### src/hw/rtl/mdep_pkg.sv
// ----------------------------------------------------------------------------
// mdep_pkg
// Types and constants shared by the note-length expression parser.
// ----------------------------------------------------------------------------
package mdep_pkg;

    localparam int CHAR_W    = 8;
    localparam int STEP_W    = 10;  // whole/quarter note step registers
    localparam int ACC_W     = 16;  // parsed number
    localparam int CNT_W     = 4;
    localparam int DIV_STEPS = 10;  // one quotient bit per cycle
    localparam int HEX_DIGITS = 2;
    localparam int BIN_DIGITS = 8;

    localparam logic [CHAR_W-1:0] CH_NUL     = 8'h00;
    localparam logic [CHAR_W-1:0] CH_TAB     = 8'h09;
    localparam logic [CHAR_W-1:0] CH_SPACE   = 8'h20;
    localparam logic [CHAR_W-1:0] CH_DOLLAR  = 8'h24;
    localparam logic [CHAR_W-1:0] CH_PERCENT = 8'h25;
    localparam logic [CHAR_W-1:0] CH_PLUS    = 8'h2B;
    localparam logic [CHAR_W-1:0] CH_MINUS   = 8'h2D;
    localparam logic [CHAR_W-1:0] CH_DOT     = 8'h2E;
    localparam logic [CHAR_W-1:0] CH_ZERO    = 8'h30;
    localparam logic [CHAR_W-1:0] CH_ONE     = 8'h31;
    localparam logic [CHAR_W-1:0] CH_NINE    = 8'h39;
    localparam logic [CHAR_W-1:0] CH_UP_A    = 8'h41;
    localparam logic [CHAR_W-1:0] CH_UP_F    = 8'h46;
    localparam logic [CHAR_W-1:0] CH_CARET   = 8'h5E;
    localparam logic [CHAR_W-1:0] CH_UNDER   = 8'h5F;
    localparam logic [CHAR_W-1:0] CH_LO_A    = 8'h61;
    localparam logic [CHAR_W-1:0] CH_LO_F    = 8'h66;
    localparam logic [CHAR_W-1:0] CH_TILDE   = 8'h7E;

    localparam logic REG_WHOLE   = 1'b0;
    localparam logic REG_QUARTER = 1'b1;

    typedef enum logic [1:0] {
        CMD_BEGIN = 2'd0,
        CMD_CHAR  = 2'd1,
        CMD_EOL   = 2'd2,
        CMD_NONE  = 2'd3
    } cmd_t;

    typedef enum logic [1:0] {
        KIND_BEGIN,
        KIND_CHAR,
        KIND_EOL
    } kind_t;

    typedef struct packed {
        kind_t             kind;
        logic [CHAR_W-1:0] data;
    } q_item_t;

    typedef struct packed {
        logic    valid;
        q_item_t item;
    } q_head_t;

    typedef enum logic [1:0] {
        CTX_LEAD_PCT,
        CTX_LEAD_DIV,
        CTX_TIE_PCT,
        CTX_TIE_DIV
    } ctx_t;

    typedef enum logic [3:0] {
        PH_IDLE,
        PH_DFLT,
        PH_LEAD,
        PH_INT_START,
        PH_INT_SIGNED,
        PH_HEX,
        PH_BIN_PEEK,
        PH_BIN,
        PH_DEC,
        PH_DOT,
        PH_TDOT,
        PH_TIE,
        PH_TIE_OP,
        PH_NDONE,
        PH_NDIV,
        PH_FIN
    } phase_t;

    typedef struct packed {
        logic              start;
        logic [STEP_W-1:0] dividend;
        logic [ACC_W-1:0]  divisor;
    } div_req_t;

    typedef struct packed {
        logic              busy;
        logic              done;
        logic [STEP_W-1:0] quot;
    } div_rsp_t;

endpackage

### src/hw/rtl/mdep_in_if.sv
// ----------------------------------------------------------------------------
// mdep_in_if
// Input channel: command, character and default length.
// ----------------------------------------------------------------------------
interface mdep_in_if;
    logic       valid;
    logic       ready;
    logic [1:0] command;
    logic [7:0] char_code;
    logic [7:0] default_length;

    modport source (output valid, command, char_code, default_length, input ready);
    modport sink   (input valid, command, char_code, default_length, output ready);
endinterface

### src/hw/rtl/mdep_out_if.sv
// ----------------------------------------------------------------------------
// mdep_out_if
// Result channel: duration, leftover character count and clip flag.
// ----------------------------------------------------------------------------
interface mdep_out_if #(
    parameter int DURATION_WIDTH = 16
);
    logic                             valid;
    logic                             ready;
    logic signed [DURATION_WIDTH-1:0] duration;
    logic [1:0]                       leftover_chars;
    logic                             clipped;

    modport source (output valid, duration, leftover_chars, clipped, input ready);
    modport sink   (input valid, duration, leftover_chars, clipped, output ready);
endinterface

### src/hw/rtl/mdep_front.sv
// ----------------------------------------------------------------------------
// mdep_front
// Accepts input items, classifies them and queues them for the parser.
// ----------------------------------------------------------------------------
module mdep_front (
    input  logic             clk,
    input  logic             rst_n,
    mdep_in_if.sink          in_ch,
    input  logic             pop,
    output mdep_pkg::q_head_t head
);

    localparam int DEPTH = 4;
    localparam int PTR_W = $clog2(DEPTH);

    mdep_pkg::q_item_t      fifo_reg [DEPTH];
    logic [PTR_W-1:0]       wr_ptr_reg, wr_ptr_next;
    logic [PTR_W-1:0]       rd_ptr_reg, rd_ptr_next;
    logic [PTR_W:0]         count_reg, count_next;
    mdep_pkg::q_item_t      new_item;
    logic                   keep;
    logic                   push;

    always_comb
    begin
        new_item.kind = mdep_pkg::KIND_CHAR;
        new_item.data = in_ch.char_code;
        keep          = 1'b1;
        unique case (mdep_pkg::cmd_t'(in_ch.command))
            mdep_pkg::CMD_BEGIN:
            begin
                new_item.kind = mdep_pkg::KIND_BEGIN;
                new_item.data = in_ch.default_length;
            end
            mdep_pkg::CMD_CHAR:
            begin
                if (in_ch.char_code == mdep_pkg::CH_NUL)
                    new_item.kind = mdep_pkg::KIND_EOL;
            end
            mdep_pkg::CMD_EOL:
            begin
                new_item.kind = mdep_pkg::KIND_EOL;
            end
            default:
            begin
                keep = 1'b0;   // unused command code is dropped
            end
        endcase
    end

    assign in_ch.ready = (count_reg != (PTR_W+1)'(DEPTH));
    assign push        = in_ch.valid && in_ch.ready && keep;

    always_comb
    begin
        wr_ptr_next = push ? wr_ptr_reg + 1'b1 : wr_ptr_reg;
        rd_ptr_next = pop ? rd_ptr_reg + 1'b1 : rd_ptr_reg;
        count_next  = count_reg + (PTR_W+1)'(push) - (PTR_W+1)'(pop);
    end

    always_ff @(posedge clk or negedge rst_n)
    begin
        if (!rst_n)
        begin
            wr_ptr_reg <= '0;
            rd_ptr_reg <= '0;
            count_reg  <= '0;
        end
        else
        begin
            wr_ptr_reg <= wr_ptr_next;
            rd_ptr_reg <= rd_ptr_next;
            count_reg  <= count_next;
        end
    end

    always_ff @(posedge clk)
    begin
        if (push)
            fifo_reg[wr_ptr_reg] <= new_item;
    end

    assign head.valid = (count_reg != '0);
    assign head.item  = fifo_reg[rd_ptr_reg];

endmodule

### src/hw/rtl/mdep_div.sv
// ----------------------------------------------------------------------------
// mdep_div
// Restoring divider, one quotient bit per cycle.
// ----------------------------------------------------------------------------
module mdep_div (
    input  logic               clk,
    input  logic               rst_n,
    input  mdep_pkg::div_req_t req,
    output mdep_pkg::div_rsp_t rsp
);

    localparam int QW = mdep_pkg::STEP_W;
    localparam int RW = mdep_pkg::ACC_W;

    logic                        busy_reg, busy_next;
    logic                        done_reg, done_next;
    logic [mdep_pkg::CNT_W-1:0]  cnt_reg, cnt_next;
    logic [QW-1:0]               quot_reg, quot_next;
    logic [RW-1:0]               rem_reg, rem_next;
    logic [RW-1:0]               dvs_reg, dvs_next;
    logic [RW:0]                 rem_sh;
    logic                        ge;

    assign rem_sh = {rem_reg, quot_reg[QW-1]};
    assign ge     = (rem_sh >= {1'b0, dvs_reg});

    always_comb
    begin
        busy_next = busy_reg;
        done_next = 1'b0;
        cnt_next  = cnt_reg;
        quot_next = quot_reg;
        rem_next  = rem_reg;
        dvs_next  = dvs_reg;
        if (req.start)
        begin
            busy_next = 1'b1;
            cnt_next  = '0;
            quot_next = req.dividend;
            rem_next  = '0;
            dvs_next  = req.divisor;
        end
        else if (busy_reg)
        begin
            quot_next = {quot_reg[QW-2:0], ge};
            rem_next  = ge ? RW'(rem_sh - {1'b0, dvs_reg}) : rem_sh[RW-1:0];
            cnt_next  = cnt_reg + 1'b1;
            if (cnt_reg == mdep_pkg::CNT_W'(mdep_pkg::DIV_STEPS - 1))
            begin
                busy_next = 1'b0;
                done_next = 1'b1;
            end
        end
    end

    always_ff @(posedge clk or negedge rst_n)
    begin
        if (!rst_n)
        begin
            busy_reg <= 1'b0;
            done_reg <= 1'b0;
            cnt_reg  <= '0;
        end
        else
        begin
            busy_reg <= busy_next;
            done_reg <= done_next;
            cnt_reg  <= cnt_next;
        end
    end

    always_ff @(posedge clk)
    begin
        quot_reg <= quot_next;
        rem_reg  <= rem_next;
        dvs_reg  <= dvs_next;
    end

    assign rsp.busy = busy_reg;
    assign rsp.done = done_reg;
    assign rsp.quot = quot_reg;

endmodule

### src/hw/rtl/mdep_back.sv
// ----------------------------------------------------------------------------
// mdep_back
// Parser sequencer: walks the queued items through the length grammar,
// drives the shared divider and holds the result register.
// ----------------------------------------------------------------------------
module mdep_back #(
    parameter int DURATION_WIDTH = 16
) (
    input  logic                           clk,
    input  logic                           rst_n,
    input  logic [mdep_pkg::STEP_W-1:0]    whole_steps,
    input  logic [mdep_pkg::STEP_W-1:0]    quarter_steps,
    input  mdep_pkg::q_head_t              head,
    output logic                           pop,
    output mdep_pkg::div_req_t             div_req,
    input  mdep_pkg::div_rsp_t             div_rsp,
    mdep_out_if.source                     out_ch
);

    localparam int W  = DURATION_WIDTH;
    localparam int TW = (W > 11) ? W : 11;          // also holds unclamped 1023
    localparam int DW = TW - 1;                     // dot increment, never negative
    localparam int SW = ((TW > 17) ? TW : 17) + 1;  // adder width
    localparam int AW = mdep_pkg::ACC_W;
    localparam int CW = mdep_pkg::CNT_W;
    localparam logic signed [SW-1:0] DUR_HI = SW'((64'sd1 <<< (W - 1)) - 64'sd1);
    localparam logic signed [SW-1:0] DUR_LO = -DUR_HI - SW'(1);

    mdep_pkg::phase_t        phase_reg, phase_next;
    mdep_pkg::ctx_t          ctx_reg, ctx_next;
    logic [AW-1:0]           acc_reg, acc_next;
    logic                    neg_reg, neg_next;
    logic [CW-1:0]           cnt_reg, cnt_next;
    logic signed [TW-1:0]    total_reg, total_next;
    logic [DW-1:0]           dot_reg, dot_next;
    logic                    sub_reg, sub_next;
    logic                    sat_reg, sat_next;
    logic                    pct_reg, pct_next;
    logic                    finp_reg, finp_next;
    logic                    fin_eol_reg, fin_eol_next;
    logic [mdep_pkg::STEP_W-1:0] dflt_reg, dflt_next;
    logic                    out_valid_reg, out_valid_next;
    logic signed [W-1:0]     out_dur_reg, out_dur_next;
    logic [1:0]              out_left_reg, out_left_next;
    logic                    out_clip_reg, out_clip_next;

    logic [7:0]              ch;
    logic                    is_char, is_eol, is_begin;
    logic                    ws, dig, bitc;
    logic [4:0]              hexv;
    logic [3:0]              dval;
    logic [AW+3:0]           dec_full;
    logic signed [16:0]      val;
    logic signed [SW-1:0]    add_a, add_b, sum, sum_sat;
    logic                    add_sub, ovf;
    logic [DW-1:0]           dot_half;

    assign ch       = head.item.data;
    assign is_begin = head.valid && (head.item.kind == mdep_pkg::KIND_BEGIN);
    assign is_eol   = (head.item.kind == mdep_pkg::KIND_EOL);
    assign is_char  = (head.item.kind == mdep_pkg::KIND_CHAR);
    assign ws       = is_char && (ch == mdep_pkg::CH_SPACE || ch == mdep_pkg::CH_TAB);
    assign dig      = is_char && ch >= mdep_pkg::CH_ZERO && ch <= mdep_pkg::CH_NINE;
    assign bitc     = is_char && (ch == mdep_pkg::CH_ZERO || ch == mdep_pkg::CH_ONE);
    assign dval     = ch[3:0];
    assign dot_half = dot_reg >> 1;
    assign val      = neg_reg ? -$signed({1'b0, acc_reg}) : $signed({1'b0, acc_reg});
    assign dec_full = ({4'b0, acc_reg} << 3) + ({4'b0, acc_reg} << 1) + (AW+4)'(dval);

    always_comb
    begin
        hexv = 5'd16;
        if (is_char)
        begin
            if (ch >= mdep_pkg::CH_ZERO && ch <= mdep_pkg::CH_NINE)
                hexv = {1'b0, ch[3:0]};
            else if ((ch >= mdep_pkg::CH_LO_A && ch <= mdep_pkg::CH_LO_F) ||
                     (ch >= mdep_pkg::CH_UP_A && ch <= mdep_pkg::CH_UP_F))
                hexv = 5'(ch[3:0]) + 5'd9;
        end
    end

    // adder operand select
    always_comb
    begin
        add_a   = SW'(total_reg);
        add_b   = '0;
        add_sub = sub_reg;
        unique case (phase_reg)
            mdep_pkg::PH_DOT:
            begin
                add_b   = SW'(dot_half);
                add_sub = 1'b0;
            end
            mdep_pkg::PH_TDOT:   add_b = SW'(dot_half);
            mdep_pkg::PH_TIE_OP: add_b = SW'(dflt_reg);
            mdep_pkg::PH_NDIV:   add_b = SW'(div_rsp.quot);
            mdep_pkg::PH_NDONE:
            begin
                add_b = SW'(val);
                if (ctx_reg == mdep_pkg::CTX_LEAD_PCT)
                begin
                    add_a   = '0;
                    add_sub = 1'b0;
                end
            end
            default: add_b = '0;
        endcase
    end

    always_comb
    begin
        sum = add_sub ? add_a - add_b : add_a + add_b;
        ovf = 1'b1;
        if (sum > DUR_HI)
            sum_sat = DUR_HI;
        else if (sum < DUR_LO)
            sum_sat = DUR_LO;
        else
        begin
            sum_sat = sum;
            ovf     = 1'b0;
        end
    end

    // next state and datapath
    always_comb
    begin
        phase_next     = phase_reg;
        ctx_next       = ctx_reg;
        acc_next       = acc_reg;
        neg_next       = neg_reg;
        cnt_next       = cnt_reg;
        total_next     = total_reg;
        dot_next       = dot_reg;
        sub_next       = sub_reg;
        sat_next       = sat_reg;
        pct_next       = pct_reg;
        finp_next      = finp_reg;
        fin_eol_next   = fin_eol_reg;
        dflt_next      = dflt_reg;
        pop            = 1'b0;
        div_req.start    = 1'b0;
        div_req.dividend = whole_steps;
        div_req.divisor  = acc_reg;

        unique case (phase_reg)
            mdep_pkg::PH_DFLT:
            begin
                if (div_rsp.done)
                begin
                    dflt_next  = div_rsp.quot;
                    phase_next = mdep_pkg::PH_LEAD;
                end
            end
            mdep_pkg::PH_NDONE:
            begin
                unique case (ctx_reg)
                    mdep_pkg::CTX_LEAD_PCT:
                    begin
                        if (neg_reg && acc_reg != '0)
                        begin
                            total_next = TW'(dflt_reg);
                            dot_next   = DW'(dflt_reg);
                        end
                        else
                        begin
                            total_next = sum_sat[TW-1:0];
                            dot_next   = sum_sat[DW-1:0];
                            sat_next   = sat_reg | ovf;
                        end
                        phase_next = mdep_pkg::PH_DOT;
                    end
                    mdep_pkg::CTX_LEAD_DIV:
                    begin
                        if (acc_reg != '0)
                        begin
                            div_req.start = 1'b1;
                            phase_next    = mdep_pkg::PH_NDIV;
                        end
                        else
                        begin
                            total_next = TW'(dflt_reg);
                            dot_next   = DW'(dflt_reg);
                            phase_next = mdep_pkg::PH_DOT;
                        end
                    end
                    mdep_pkg::CTX_TIE_PCT:
                    begin
                        total_next = sum_sat[TW-1:0];
                        sat_next   = sat_reg | ovf;
                        phase_next = mdep_pkg::PH_TIE;
                    end
                    default:
                    begin
                        if (acc_reg != '0)
                        begin
                            div_req.start = 1'b1;
                            phase_next    = mdep_pkg::PH_NDIV;
                        end
                        else
                        begin
                            dot_next   = '0;
                            phase_next = mdep_pkg::PH_TDOT;
                        end
                    end
                endcase
                // percent held back: the expression ends right here
                if (finp_reg)
                begin
                    finp_next  = 1'b0;
                    phase_next = mdep_pkg::PH_FIN;
                end
            end
            mdep_pkg::PH_NDIV:
            begin
                if (div_rsp.done)
                begin
                    dot_next = DW'(div_rsp.quot);
                    if (ctx_reg == mdep_pkg::CTX_LEAD_DIV)
                    begin
                        total_next = TW'(div_rsp.quot);
                        phase_next = mdep_pkg::PH_DOT;
                    end
                    else
                    begin
                        total_next = sum_sat[TW-1:0];
                        sat_next   = sat_reg | ovf;
                        phase_next = mdep_pkg::PH_TDOT;
                    end
                end
            end
            mdep_pkg::PH_FIN:
            begin
                if (!out_valid_reg || out_ch.ready)
                    phase_next = mdep_pkg::PH_IDLE;
            end
            default:
            begin
                if (is_begin)
                begin
                    pop          = 1'b1;
                    acc_next     = '0;
                    neg_next     = 1'b0;
                    cnt_next     = '0;
                    total_next   = '0;
                    dot_next     = '0;
                    sub_next     = 1'b0;
                    sat_next     = 1'b0;
                    ctx_next     = mdep_pkg::CTX_LEAD_PCT;
                    pct_next     = 1'b0;
                    finp_next    = 1'b0;
                    if (ch != '0)
                    begin
                        div_req.start   = 1'b1;
                        div_req.divisor = AW'(ch);
                        phase_next      = mdep_pkg::PH_DFLT;
                    end
                    else
                    begin
                        dflt_next  = quarter_steps;
                        phase_next = mdep_pkg::PH_LEAD;
                    end
                end
                else if (head.valid)
                begin
                    unique case (phase_reg)
                        mdep_pkg::PH_LEAD:
                        begin
                            if (ws)
                                pop = 1'b1;
                            else if (is_char && ch == mdep_pkg::CH_PERCENT)
                            begin
                                pop        = 1'b1;
                                acc_next   = '0;
                                neg_next   = 1'b0;
                                cnt_next   = '0;
                                ctx_next   = mdep_pkg::CTX_LEAD_PCT;
                                phase_next = mdep_pkg::PH_INT_START;
                            end
                            else if (dig)
                            begin
                                pop        = 1'b1;
                                acc_next   = AW'(dval);
                                neg_next   = 1'b0;
                                cnt_next   = '0;
                                ctx_next   = mdep_pkg::CTX_LEAD_DIV;
                                phase_next = mdep_pkg::PH_DEC;
                            end
                            else
                            begin
                                total_next = TW'(dflt_reg);
                                dot_next   = DW'(dflt_reg);
                                phase_next = mdep_pkg::PH_DOT;
                            end
                        end
                        mdep_pkg::PH_INT_START:
                        begin
                            if (ws)
                                pop = 1'b1;
                            else
                            begin
                                phase_next = mdep_pkg::PH_INT_SIGNED;
                                if (is_char && ch == mdep_pkg::CH_MINUS)
                                begin
                                    pop      = 1'b1;
                                    neg_next = 1'b1;
                                end
                                else if (is_char && ch == mdep_pkg::CH_PLUS)
                                    pop = 1'b1;
                            end
                        end
                        mdep_pkg::PH_INT_SIGNED:
                        begin
                            if (is_char && ch == mdep_pkg::CH_DOLLAR)
                            begin
                                pop        = 1'b1;
                                phase_next = mdep_pkg::PH_HEX;
                            end
                            else if (is_char && ch == mdep_pkg::CH_PERCENT)
                            begin
                                pop        = 1'b1;
                                pct_next   = 1'b1;
                                phase_next = mdep_pkg::PH_BIN_PEEK;
                            end
                            else if (dig)
                            begin
                                pop        = 1'b1;
                                acc_next   = AW'(dval);
                                phase_next = mdep_pkg::PH_DEC;
                            end
                            else
                                phase_next = mdep_pkg::PH_NDONE;
                        end
                        mdep_pkg::PH_HEX:
                        begin
                            if (hexv != 5'd16)
                            begin
                                pop      = 1'b1;
                                acc_next = {acc_reg[AW-5:0], hexv[3:0]};
                                cnt_next = cnt_reg + 1'b1;
                                if (cnt_reg + 1'b1 >= CW'(mdep_pkg::HEX_DIGITS))
                                    phase_next = mdep_pkg::PH_NDONE;
                            end
                            else
                                phase_next = mdep_pkg::PH_NDONE;
                        end
                        mdep_pkg::PH_BIN_PEEK:
                        begin
                            pop = 1'b1;
                            if (bitc)
                            begin
                                pct_next   = 1'b0;
                                acc_next   = AW'(ch[0]);
                                cnt_next   = CW'(1);
                                phase_next = mdep_pkg::PH_BIN;
                            end
                            else
                            begin
                                finp_next    = 1'b1;
                                fin_eol_next = is_eol;
                                phase_next   = mdep_pkg::PH_NDONE;
                            end
                        end
                        mdep_pkg::PH_BIN:
                        begin
                            if (bitc)
                            begin
                                pop      = 1'b1;
                                acc_next = {acc_reg[AW-2:0], ch[0]};
                                cnt_next = cnt_reg + 1'b1;
                                if (cnt_reg + 1'b1 >= CW'(mdep_pkg::BIN_DIGITS))
                                    phase_next = mdep_pkg::PH_NDONE;
                            end
                            else if (is_char && ch == mdep_pkg::CH_UNDER)
                                pop = 1'b1;
                            else
                                phase_next = mdep_pkg::PH_NDONE;
                        end
                        mdep_pkg::PH_DEC:
                        begin
                            if (dig)
                            begin
                                pop = 1'b1;
                                if (dec_full[AW+3:AW] != '0)
                                begin
                                    acc_next = '1;
                                    sat_next = 1'b1;
                                end
                                else
                                    acc_next = dec_full[AW-1:0];
                            end
                            else
                                phase_next = mdep_pkg::PH_NDONE;
                        end
                        mdep_pkg::PH_DOT, mdep_pkg::PH_TDOT:
                        begin
                            if (is_char && ch == mdep_pkg::CH_DOT)
                            begin
                                pop        = 1'b1;
                                dot_next   = dot_half;
                                total_next = sum_sat[TW-1:0];
                                sat_next   = sat_reg | ovf;
                            end
                            else
                                phase_next = mdep_pkg::PH_TIE;
                        end
                        mdep_pkg::PH_TIE:
                        begin
                            pop = 1'b1;
                            if (is_char && (ch == mdep_pkg::CH_CARET ||
                                            ch == mdep_pkg::CH_TILDE))
                            begin
                                sub_next   = (ch == mdep_pkg::CH_TILDE);
                                phase_next = mdep_pkg::PH_TIE_OP;
                            end
                            else
                            begin
                                fin_eol_next = is_eol;
                                phase_next   = mdep_pkg::PH_FIN;
                            end
                        end
                        mdep_pkg::PH_TIE_OP:
                        begin
                            if (is_char && ch == mdep_pkg::CH_PERCENT)
                            begin
                                pop        = 1'b1;
                                acc_next   = '0;
                                neg_next   = 1'b0;
                                cnt_next   = '0;
                                ctx_next   = mdep_pkg::CTX_TIE_PCT;
                                phase_next = mdep_pkg::PH_INT_START;
                            end
                            else if (dig)
                            begin
                                pop        = 1'b1;
                                acc_next   = AW'(dval);
                                neg_next   = 1'b0;
                                cnt_next   = '0;
                                ctx_next   = mdep_pkg::CTX_TIE_DIV;
                                phase_next = mdep_pkg::PH_DEC;
                            end
                            else
                            begin
                                total_next = sum_sat[TW-1:0];
                                sat_next   = sat_reg | ovf;
                                phase_next = mdep_pkg::PH_TIE;
                            end
                        end
                        default:
                        begin
                            pop = 1'b1;   // idle: characters and line ends dropped
                        end
                    endcase
                end
            end
        endcase
    end

    // result register
    always_comb
    begin
        out_valid_next = out_valid_reg && !out_ch.ready;
        out_dur_next   = out_dur_reg;
        out_left_next  = out_left_reg;
        out_clip_next  = out_clip_reg;
        if (phase_reg == mdep_pkg::PH_FIN && (!out_valid_reg || out_ch.ready))
        begin
            out_valid_next = 1'b1;
            out_dur_next   = total_reg[W-1:0];
            out_left_next  = {1'b0, pct_reg} + {1'b0, !fin_eol_reg};
            out_clip_next  = sat_reg;
        end
    end

    always_ff @(posedge clk or negedge rst_n)
    begin
        if (!rst_n)
        begin
            phase_reg     <= mdep_pkg::PH_IDLE;
            ctx_reg       <= mdep_pkg::CTX_LEAD_PCT;
            acc_reg       <= '0;
            neg_reg       <= 1'b0;
            cnt_reg       <= '0;
            total_reg     <= '0;
            dot_reg       <= '0;
            sub_reg       <= 1'b0;
            sat_reg       <= 1'b0;
            pct_reg       <= 1'b0;
            finp_reg      <= 1'b0;
            fin_eol_reg   <= 1'b0;
            dflt_reg      <= '0;
            out_valid_reg <= 1'b0;
        end
        else
        begin
            phase_reg     <= phase_next;
            ctx_reg       <= ctx_next;
            acc_reg       <= acc_next;
            neg_reg       <= neg_next;
            cnt_reg       <= cnt_next;
            total_reg     <= total_next;
            dot_reg       <= dot_next;
            sub_reg       <= sub_next;
            sat_reg       <= sat_next;
            pct_reg       <= pct_next;
            finp_reg      <= finp_next;
            fin_eol_reg   <= fin_eol_next;
            dflt_reg      <= dflt_next;
            out_valid_reg <= out_valid_next;
        end
    end

    always_ff @(posedge clk)
    begin
        out_dur_reg  <= out_dur_next;
        out_left_reg <= out_left_next;
        out_clip_reg <= out_clip_next;
    end

    assign out_ch.valid          = out_valid_reg;
    assign out_ch.duration       = out_dur_reg;
    assign out_ch.leftover_chars = out_left_reg;
    assign out_ch.clipped        = out_clip_reg;

endmodule

### src/hw/rtl/mml_duration_expression_parser.sv
// ----------------------------------------------------------------------------
// mml_duration_expression_parser
// Note-length expression parser: front queue, parser sequencer, divider.
//
//   channel   dir  handshake      payload
//   in_ch     in   valid/ready    command, char_code, default_length
//   out_ch    out  valid/ready    duration, leftover_chars, clipped
//   cfg       in   cfg_write      cfg_index, cfg_data
//
// In the sequencer a character that closes a number walks several phases
// before it is consumed, and the one that ends the expression also passes
// through the phase that loads the result register.
// Closing a nonzero length divisor, or a begin with a nonzero default,
// runs the shared bit-serial divider (10 quotient bits).
// A 4-entry queue lets input items arrive while the sequencer divides or
// the result register waits to be taken. Reset empties the queue and
// sets the registers to 192 and 48 steps.
// ----------------------------------------------------------------------------
module mml_duration_expression_parser #(
    parameter int DURATION_WIDTH = 16
) (
    input  logic        clk,
    input  logic        rst_n,
    mdep_in_if.sink     in_ch,
    mdep_out_if.source  out_ch,
    input  logic        cfg_write,
    input  logic        cfg_index,
    input  logic [9:0]  cfg_data
);

    logic [mdep_pkg::STEP_W-1:0] whole_reg, quarter_reg;
    mdep_pkg::q_head_t           head;
    logic                        pop;
    mdep_pkg::div_req_t          div_req;
    mdep_pkg::div_rsp_t          div_rsp;

    always_ff @(posedge clk or negedge rst_n)
    begin
        if (!rst_n)
        begin
            whole_reg   <= mdep_pkg::STEP_W'(192);
            quarter_reg <= mdep_pkg::STEP_W'(48);
        end
        else if (cfg_write)
        begin
            if (cfg_index == mdep_pkg::REG_WHOLE)
                whole_reg <= cfg_data;
            else
                quarter_reg <= cfg_data;
        end
    end

    mdep_front u_front (
        .clk   (clk),
        .rst_n (rst_n),
        .in_ch (in_ch),
        .pop   (pop),
        .head  (head)
    );

    mdep_div u_div (
        .clk   (clk),
        .rst_n (rst_n),
        .req   (div_req),
        .rsp   (div_rsp)
    );

    mdep_back #(
        .DURATION_WIDTH (DURATION_WIDTH)
    ) u_back (
        .clk           (clk),
        .rst_n         (rst_n),
        .whole_steps   (whole_reg),
        .quarter_steps (quarter_reg),
        .head          (head),
        .pop           (pop),
        .div_req       (div_req),
        .div_rsp       (div_rsp),
        .out_ch        (out_ch)
    );

`ifndef SYNTH
    a_pop_needs_item: assert property (@(posedge clk) disable iff (!rst_n)
        pop |-> head.valid)
        else $error("queue popped while empty");

    a_div_start_idle: assert property (@(posedge clk) disable iff (!rst_n)
        div_req.start |-> !div_rsp.busy)
        else $error("divider restarted while busy");

    a_leftover_range: assert property (@(posedge clk) disable iff (!rst_n)
        out_ch.valid |-> (out_ch.leftover_chars != 2'd3))
        else $error("leftover count out of range");
`endif

endmodule

### src/flat_wrapper.sv
// flat-port wrapper written by rule: the top's interface ports become plain ports
module mml_duration_expression_parser_flat 
#(
    parameter int DURATION_WIDTH = 16
)
  (clk, rst_n, cfg_write, cfg_index, cfg_data, in_ch_valid, in_ch_command, in_ch_char_code, in_ch_default_length, in_ch_ready, out_ch_valid, out_ch_duration, out_ch_leftover_chars, out_ch_clipped, out_ch_ready);
  mdep_in_if in_ch_i ();
  mdep_out_if #(.DURATION_WIDTH(DURATION_WIDTH)) out_ch_i ();
  input  logic clk;
  input  logic rst_n;
  input  logic cfg_write;
  input  logic cfg_index;
  input  logic [9:0] cfg_data;
  input wire logic [$bits(in_ch_i.valid)-1:0] in_ch_valid;
  input wire logic [$bits(in_ch_i.command)-1:0] in_ch_command;
  input wire logic [$bits(in_ch_i.char_code)-1:0] in_ch_char_code;
  input wire logic [$bits(in_ch_i.default_length)-1:0] in_ch_default_length;
  output wire logic [$bits(in_ch_i.ready)-1:0] in_ch_ready;
  output wire logic [$bits(out_ch_i.valid)-1:0] out_ch_valid;
  output wire logic [$bits(out_ch_i.duration)-1:0] out_ch_duration;
  output wire logic [$bits(out_ch_i.leftover_chars)-1:0] out_ch_leftover_chars;
  output wire logic [$bits(out_ch_i.clipped)-1:0] out_ch_clipped;
  input wire logic [$bits(out_ch_i.ready)-1:0] out_ch_ready;
  assign in_ch_i.valid = in_ch_valid;
  assign in_ch_i.command = in_ch_command;
  assign in_ch_i.char_code = in_ch_char_code;
  assign in_ch_i.default_length = in_ch_default_length;
  assign in_ch_ready = in_ch_i.ready;
  assign out_ch_valid = out_ch_i.valid;
  assign out_ch_duration = out_ch_i.duration;
  assign out_ch_leftover_chars = out_ch_i.leftover_chars;
  assign out_ch_clipped = out_ch_i.clipped;
  assign out_ch_i.ready = out_ch_ready;
  mml_duration_expression_parser #(.DURATION_WIDTH(DURATION_WIDTH)) u_core (.clk(clk), .rst_n(rst_n), .in_ch(in_ch_i), .out_ch(out_ch_i), .cfg_write(cfg_write), .cfg_index(cfg_index), .cfg_data(cfg_data));
endmodule
### config.mk
export PLATFORM = sky130hd
export DESIGN_NAME = mml_duration_expression_parser_flat
export DESIGN_NICKNAME = d
export VERILOG_FILES = /design/src/hw/rtl/mdep_pkg.sv /design/src/hw/rtl/mdep_in_if.sv /design/src/hw/rtl/mdep_out_if.sv /design/src/hw/rtl/mdep_front.sv /design/src/hw/rtl/mdep_div.sv /design/src/hw/rtl/mdep_back.sv /design/src/hw/rtl/mml_duration_expression_parser.sv /design/src/flat_wrapper.sv
export SDC_FILE = /design/constraint.sdc
export NUM_CORES = 1
export LEC_CHECK = 0
export ABC_AREA = 1
export BUFFER_PORTS_ARGS = -buffer_cell sky130_fd_sc_hd__buf_2
export CAP_MARGIN = 20
export CORE_MARGIN = 4
export CORE_UTILIZATION = 60
export DETAILED_ROUTE_END_ITERATION = 10
export PLACE_DENSITY = 0.78
export SYNTH_ARGS = -nofsm -noshare
export SYNTH_HDL_FRONTEND = slang
export SYNTH_SLANG_ARGS = --single-unit
export TNS_END_PERCENT = 30
### constraint.sdc
create_clock -name clk -period 9.7 [get_ports clk]
set_input_delay 2.91 -clock clk [delete_from_list [all_inputs] [get_ports clk]]
set_output_delay 2.91 -clock clk [all_outputs]
set_load 0.1 [all_outputs]
# Word level (Yosys, flattened, before mapping)
# Memory sizes are Yosys's and may differ from the RTL's.
# Index checks and enable logic that the tools add are counted.
# Widths: inputs -> output; s select.
[word_totals]
ff_bits = 168
mem_bits_rw = 40
rom_bits = 0
elab_cells = 402
inputBits = 34
output_inout_bits = 21
latch_bits = 0
n_memories = 1
[classes]
multipliers = 0
reduce_logical = 77
eq_ne = 77
bitwise = 7
div_mod_pow = 0
addsub = 14
shift = 0
muxes = 187
magnitude_cmp = 11
[memory_table]
columns = ["memory", "words", "word_bits", "read_ports", "rd_ports_with_merged_regs", "wr", "line_no", "rtl"]
rows = [
  ["u_core.u_front.fifo_reg", 4, 10, 1, 0, 1, "mdep_front.sv:16", "mdep_pkg::q_item_t fifo_reg [DEPTH];"],
]
[ops]
columns = ["op", "count"]
rows = [
  ["$mux 16", 30],
  ["$mux 15", 10],
  ["$pmux 16 s3", 3],
  ["$mux 4", 30],
  ["$pmux 16 s7", 1],
  ["$pmux 15 s3", 2],
  ["$pmux 18 s4", 1],
  ["$eq 8x6->1 const B", 8],
  ["$mux 1", 64],
  ["$mux 18", 3],
  ["$mux 10", 5],
  ["$ne 3x3->1 const B", 14],
  ["$pmux 4 s10", 1],
  ["$eq 4x4->1 const B", 9],
  ["$reduce_and 12->1", 3],
  ["$ne 5x5->1 const B", 6],
  ["$pmux 15 s2", 1],
  ["$eq 8x7->1 const B", 3],
  ["$mux 2", 12],
  ["$ne 8x8->1 const B", 3],
  ["$reduce_and 6->1", 4],
  ["$reduce_bool 6->1", 4],
  ["$ne 7x7->1 const B", 3],
  ["$add 19x17->20", 1],
  ["other kinds (69)", 152],
]

# Longest topological paths before layout
[logic_depth]
word_depth = 15
ltp_mapped = 37
ltp_nobuf = 36

# Modules after synthesis
# Synthesis repeated with hierarchy kept, for this count alone.
[hier_totals]
hier_cells = 2211
hier_area_um2 = 15820.2
[by_module_without_submodules]
columns = ["mod", "cells_each", "area_each_um2", "n_inst", "seq_area_each_um2"]
rows = [
  ["mdep_back", 1515, 9815.7, 1, 2397.3],
  ["mdep_div", 415, 3096.7, 1, 1251.2],
  ["mdep_front", 194, 2094.5, 1, 1376.3],
  ["mml_duration_expression_parser", 87, 813.3, 1, 505.5],
]

# Worst setup path before layout
# OpenSTA, ideal clock, no wires.
[synth_timing]
path_type = "input to register"
from = "input port in_ch_command[1]"
to = "register u_core.u_front.count_reg[2]"
setup_time_ps = 123
slack_ps = 5192
stages = 8
n_path_buf = 0
arrival_time_ps = 4386
path_cell_list = "inv_1 o211ai_1 ha_1 inv_1 ha_1 inv_1 fa_1 xnor2_1"
[synth_between]
elab_chain_len = 6
[synth_rtl]
columns = ["element", "line_no", "rtl"]
rows = [
  ["start, declared", "flat_wrapper.sv:15", "input wire logic [$bits(in_ch_i.command)-1:0] in_ch_command;"],
  ["$eq 2x2->1 (tied with other cells)", "mdep_front.sv:29", "unique case (mdep_pkg::cmd_t'(in_ch.command))"],
  ["$reduce_or 3->1 (no line) (*)", "-", ""],
  ["$mux 1 (*)", "mdep_front.sv:29", ""],
  ["$logic_and 1x1->1 (*)", "mdep_front.sv:52", "assign push = in_ch.valid && in_ch.ready && keep;"],
  ["$add 3x1->3 (*)", "mdep_front.sv:58", "count_next = count_reg + (PTR_W+1)'(push) - (PTR_W+1)'(pop);"],
  ["$sub 3x1->3 (*)", "mdep_front.sv:58", ""],
  ["net u_core.u_front.count_next[2]", "mdep_front.sv:19", "logic [PTR_W:0] count_reg, count_next;"],
  ["end signal, assigned", "mdep_front.sv:73", "count_reg <= count_next;"],
  ["end, declared", "mdep_front.sv:19", ""],
]
# The timed path passes the listed nets; every way through them passes the cells marked *.
# A chain may end at the register's enable or synchronous reset.

# Worst setup path after layout
[layout_timing]
from = "register u_core.u_back.phase_reg[1]"
to = "register u_core.u_back.dot_reg[10]"
[layout_between]
elab_chain_len = 11
[layout_rtl]
columns = ["element", "line_no", "rtl"]
rows = [
  ["start, declared", "mdep_back.sv:29", "mdep_pkg::phase_t phase_reg, phase_next;"],
  ["start signal, assigned", "mdep_back.sv:480", "phase_reg <= mdep_pkg::PH_IDLE;"],
  ["start signal, assigned", "mdep_back.sv:497", "phase_reg <= phase_next;"],
  ["$eq 4x4->1", "mdep_back.sv:89, mdep_back.sv:267", ""],
  ["$reduce_or 2->1 (no line)", "-", ""],
  ["$pmux 18 s4", "mdep_back.sv:89", "unique case (phase_reg)"],
  ["$add 18x18->18 / $sub 18x18->18 (equally long branches)", "mdep_back.sv:113", "sum = add_sub ? add_a - add_b : add_a + add_b;"],
  ["$mux 18", "mdep_back.sv:113", ""],
  ["$lt 18x16->1", "mdep_back.sv:117", "else if (sum < DUR_LO)"],
  ["$mux 16", "mdep_back.sv:117", ""],
  ["$mux 16", "mdep_back.sv:115", "if (sum > DUR_HI)"],
  ["$mux 15", "mdep_back.sv:161", "if (neg_reg && acc_reg != '0)"],
  ["$pmux 15 s3", "mdep_back.sv:158", "unique case (ctx_reg)"],
  ["$pmux 15 s3", "mdep_back.sv:147", "unique case (phase_reg)"],
  ["end signal, assigned", "mdep_back.sv:503", "dot_reg <= dot_next;"],
  ["end, declared", "mdep_back.sv:35", "logic [DW-1:0] dot_reg, dot_next;"],
]
# Several ways; a longest one is shown, not always the timed one. The select of a mux whose other input is x is not followed.

==> flow_summary.toml <==
[run_status]
status = "completed"

[worst_setup_path]
crit_start = "u_core.u_back.phase_reg[1]"
critical_path.reg2reg.endpoint = "u_core.u_back.dot_reg[10]"
endpoint_kind = "flip-flop"
worstSetupPathType = "reg -> reg"
timing.reg2reg.worst_path_depth = 27
timing.critical_path.fanout_max = 33
crit_end = "u_core.u_back.dot_reg[10]"
r2r_slack_ps = 3520
data_arrival_at_the_endpoint_of_the_critical_path_ps = 6630
critPathRequiredTime_ps = 10150
launching_element_type_of_the_critical_path = "flip-flop"
rr_startpoint = "u_core.u_back.phase_reg[1]"

[floorplanning]
die_height_um = 166
num_io_pins = 55
floorplan.rows = 57
initial_utilization_pct = 61.4
chipWidth_um = 166
dieArea_sq_um = 27600
fp.coreArea_sq_um = 24500

[detailed_routing]
route.detailed.wl_per_inst_um = 19.3
first_iter_violations = 2050
dr_total_vias = 14600
post_detailed_route_count_of_antenna_violating_nets = 0
detail_route.vias_per_cell = 6.16
detailedRoute.firstPassIterationCount = 7
postRouteWirelength_mm = 45.8
drc = 0

[timing]
max_slew.worst_pin.slew_ps = 1100
timing.final.ws_setup_ps = 3520
layout_min_cycle_time_ps = 6180
maxSlewViolCount = 0
rsz_0062_raised_after_global_routing = "no"
final.setup_skew_ps = 13.1
maxClockFrequency_mhz = 162
setup_viol = 0
timing.final.crit_share_pct = 63.7
max-slew-margin-rel_pct = 26.4
final.setup.tns_ps = 0
finalHoldViolCount = 0

[placement]
port-buffer-count = 54
place_ws_ps = 3730
hpwlAfterDp_mm = 33.6
weighted_congestion_at_the_end_of_routability_driven_global_placement = 0.993

[synth]
yosysTopAreaCellShare_pct = 17.0
synth_ff_type = "sky130_fd_sc_hd__dfrtp_1"
synth-edff-count = 85
synth-seq-area-share_pct = 36.8
post_synth_main_area_contributors = "sky130_fd_sc_hd__dfrtp_1, sky130_fd_sc_hd__edfxtp_1, sky130_fd_sc_hd__nand2_1"
synthArstFlopShare_pct = 51.2
synth_top_area_cell = "sky130_fd_sc_hd__dfrtp_1"
synth.area.mux_share_pct = 0.600
yosysWarnings = 0
synth.most_common_cell = "sky130_fd_sc_hd__nand2_1"
synth.net_count = 2133
synth-compound-area-share_pct = 17.9
synth_adder_area_share_pct = 7.83
synth_xor_area_share_pct = 3.15
main_combinational_cell_family_by_area_after_synthesis = "simple AND/OR/NAND/NOR gates"
synth_area_sq_um = 15000
synthSimpleGateAreaFrac_pct = 24.7
synth.ff_latch_count = 207
netlist_instances = 2008
synthDistinctLibCells = 66
synth_area_per_cell_sq_um = 7.48
netlist_top_cells_count = "sky130_fd_sc_hd__nand2_1, sky130_fd_sc_hd__inv_1, sky130_fd_sc_hd__nor2_1"

[clock_network]
ctsHoldBuffers = 0
cts_made_buffers = 24
clkLatencyLatePin_ps = 520
post_cts_resize_count = 0
ctsRootBufferMaster = "sky130_fd_sc_hd__clkbuf_16"
clock-sinks = 207
count_of_buffers_added_by_post_cts_timing_repair_for_setup = 0
tritoncts = "built"
cts-htree-levels = 1
cts.clk_slew.worst_paths_ps = 60
cts-root-to-sink-buffers = 3

[run]
max_cap_violations = 0

[global_routing]
grtUsageTotal_pct = 32.4
grt_antenna_before_repair = 1
globalRouteOverflowTotal = 0
wire_length_of_the_first_global_routing_pass_mm = 73.6
first_global_vias = 13800
grt_max_degree = 69

[cells_and_area]
antenna_cells_inserted = 0
largest_reg_flops = 40
drive_above_1_share_pct = 8.58
finalNetCount = 2159
areaGrowthSynthToFinish_pct = 8.74
num-fill-cells = 2147

[hold_path]
worst_min_delay_path_category = "reg -> reg"
per-layer routing:
metal / vias up / global-route usage (%) / share of wire [%]
met4: 0 / 9.72 / 3.6
li1: 6908 / - / -
met3: 133 / 8.02 / 11
met5: - / 0 / 0
met2: 813 / 48.7 / 43
met1: 6782 / 46.6 / 42
metrics by stage:
stage | area, sq um | hold WS (ps) | std cells | utilization [%]
finish | 16300 | 449 | 2376 | 66.7
detailed placement | 15500 | 437 | 2330 | 63.3
floorplan | 15000 | 425 | 2008 | -
global placement | 15500 | 431 | 2330 | 63.3
CTS | 16300 | 450 | 2374 | 66.6
global route | 16300 | 458 | 2376 | 66.7
placed cells by master (no fill, tap or decap), types with 32 or more instances in the layout:
| cell type | Yosys | layout |
|---|---|---|
| sky130_fd_sc_hd__ha_1 | 86 | 86 |
| sky130_fd_sc_hd__nor3_1 | 38 | 37 |
| sky130_fd_sc_hd__o22ai_1 | 32 | 32 |
| sky130_fd_sc_hd__edfxtp_1 | 85 | 85 |
| sky130_fd_sc_hd__nand2_1 | 420 | 419 |
| sky130_fd_sc_hd__nor2_1 | 168 | 167 |
| sky130_fd_sc_hd__o21ai_0 | 137 | 137 |
| sky130_fd_sc_hd__a21oi_1 | 146 | 146 |
| sky130_fd_sc_hd__buf_2 | 24 | 53 |
| sky130_fd_sc_hd__nand3_1 | 150 | 150 |
| sky130_fd_sc_hd__dfrtp_1 | 102 | 102 |
| sky130_fd_sc_hd__inv_1 | 261 | 261 |
| sky130_fd_sc_hd__xor2_1 | 35 | 35 |
area by class of cell:
| class | instances | area, sq um | share of cell area [%] |
|---|---|---|---|
| Timing Repair Buffer | 69 | 412 | 2.52 |
| Inverter | 273 | 1020 | 6.28 |
| Clock inverter | 16 | 171 | 1.05 |
| Multi-Input combinational cell | 1459 | 8140 | 49.9 |
| Clock buffer | 28 | 637 | 3.90 |
| Tap cell | 324 | 405 | 2.48 |
| Sequential cell | 207 | 5530 | 33.9 |
worst max-delay path: stages, from the launching register on:
cell	delay [ps]
sky130_fd_sc_hd__dfrtp_1	480
sky130_fd_sc_hd__inv_2	130
sky130_fd_sc_hd__nand2_2	150
sky130_fd_sc_hd__nor2_4	180
sky130_fd_sc_hd__inv_2	350
sky130_fd_sc_hd__nor2_1	80
sky130_fd_sc_hd__o21ai_1	760
sky130_fd_sc_hd__clkinv_1	500
sky130_fd_sc_hd__nor2_1	220
sky130_fd_sc_hd__xnor2_1	130
sky130_fd_sc_hd__inv_1	60
sky130_fd_sc_hd__ha_1	340
sky130_fd_sc_hd__inv_1	70
sky130_fd_sc_hd__nor3_1	360
sky130_fd_sc_hd__a21oi_1	160
sky130_fd_sc_hd__o21ai_0	320
sky130_fd_sc_hd__nand2_1	130
sky130_fd_sc_hd__nand2_1	80
sky130_fd_sc_hd__nand2_1	50
sky130_fd_sc_hd__a21boi_0	150
sky130_fd_sc_hd__nor2_1	90
sky130_fd_sc_hd__inv_1	60
sky130_fd_sc_hd__nand3_1	110
sky130_fd_sc_hd__nand3_2	330
sky130_fd_sc_hd__inv_1	190
sky130_fd_sc_hd__o21ai_0	330
sky130_fd_sc_hd__a22oi_1	120
sky130_fd_sc_hd__o21ai_1	140
how the worst min path moves through the flow:
stage,slack (ps),cells after the start,from,end
final,450,0,u_core.u_back.total_reg[5],u_core.u_back.out_ch.duration[5]
after global placement,430,0,u_core.u_back.total_reg[8],u_core.u_back.out_ch.duration[8]
after global routing,460,0,u_core.u_back.total_reg[5],u_core.u_back.out_ch.duration[5]
after CTS,450,0,u_core.u_back.total_reg[8],u_core.u_back.out_ch.duration[8]
after detailed placement,440,0,u_core.u_back.total_reg[8],u_core.u_back.out_ch.duration[8]
after floorplan,420,0,u_core.u_back.sat_reg,u_core.u_back.out_ch.clipped
logic make-up after synthesis:
kind of cell,Yosys count
and+or+nand+nor,858
AOI/OAI and AO/OA,448
buffers and inverters,342
DFF,207
adders and majority gates,91
xor gates and xnor gates,54
muxes,8
Power is not shown: default switching activity piles up to over one toggle a cycle in this logic, so the estimate is an artifact.
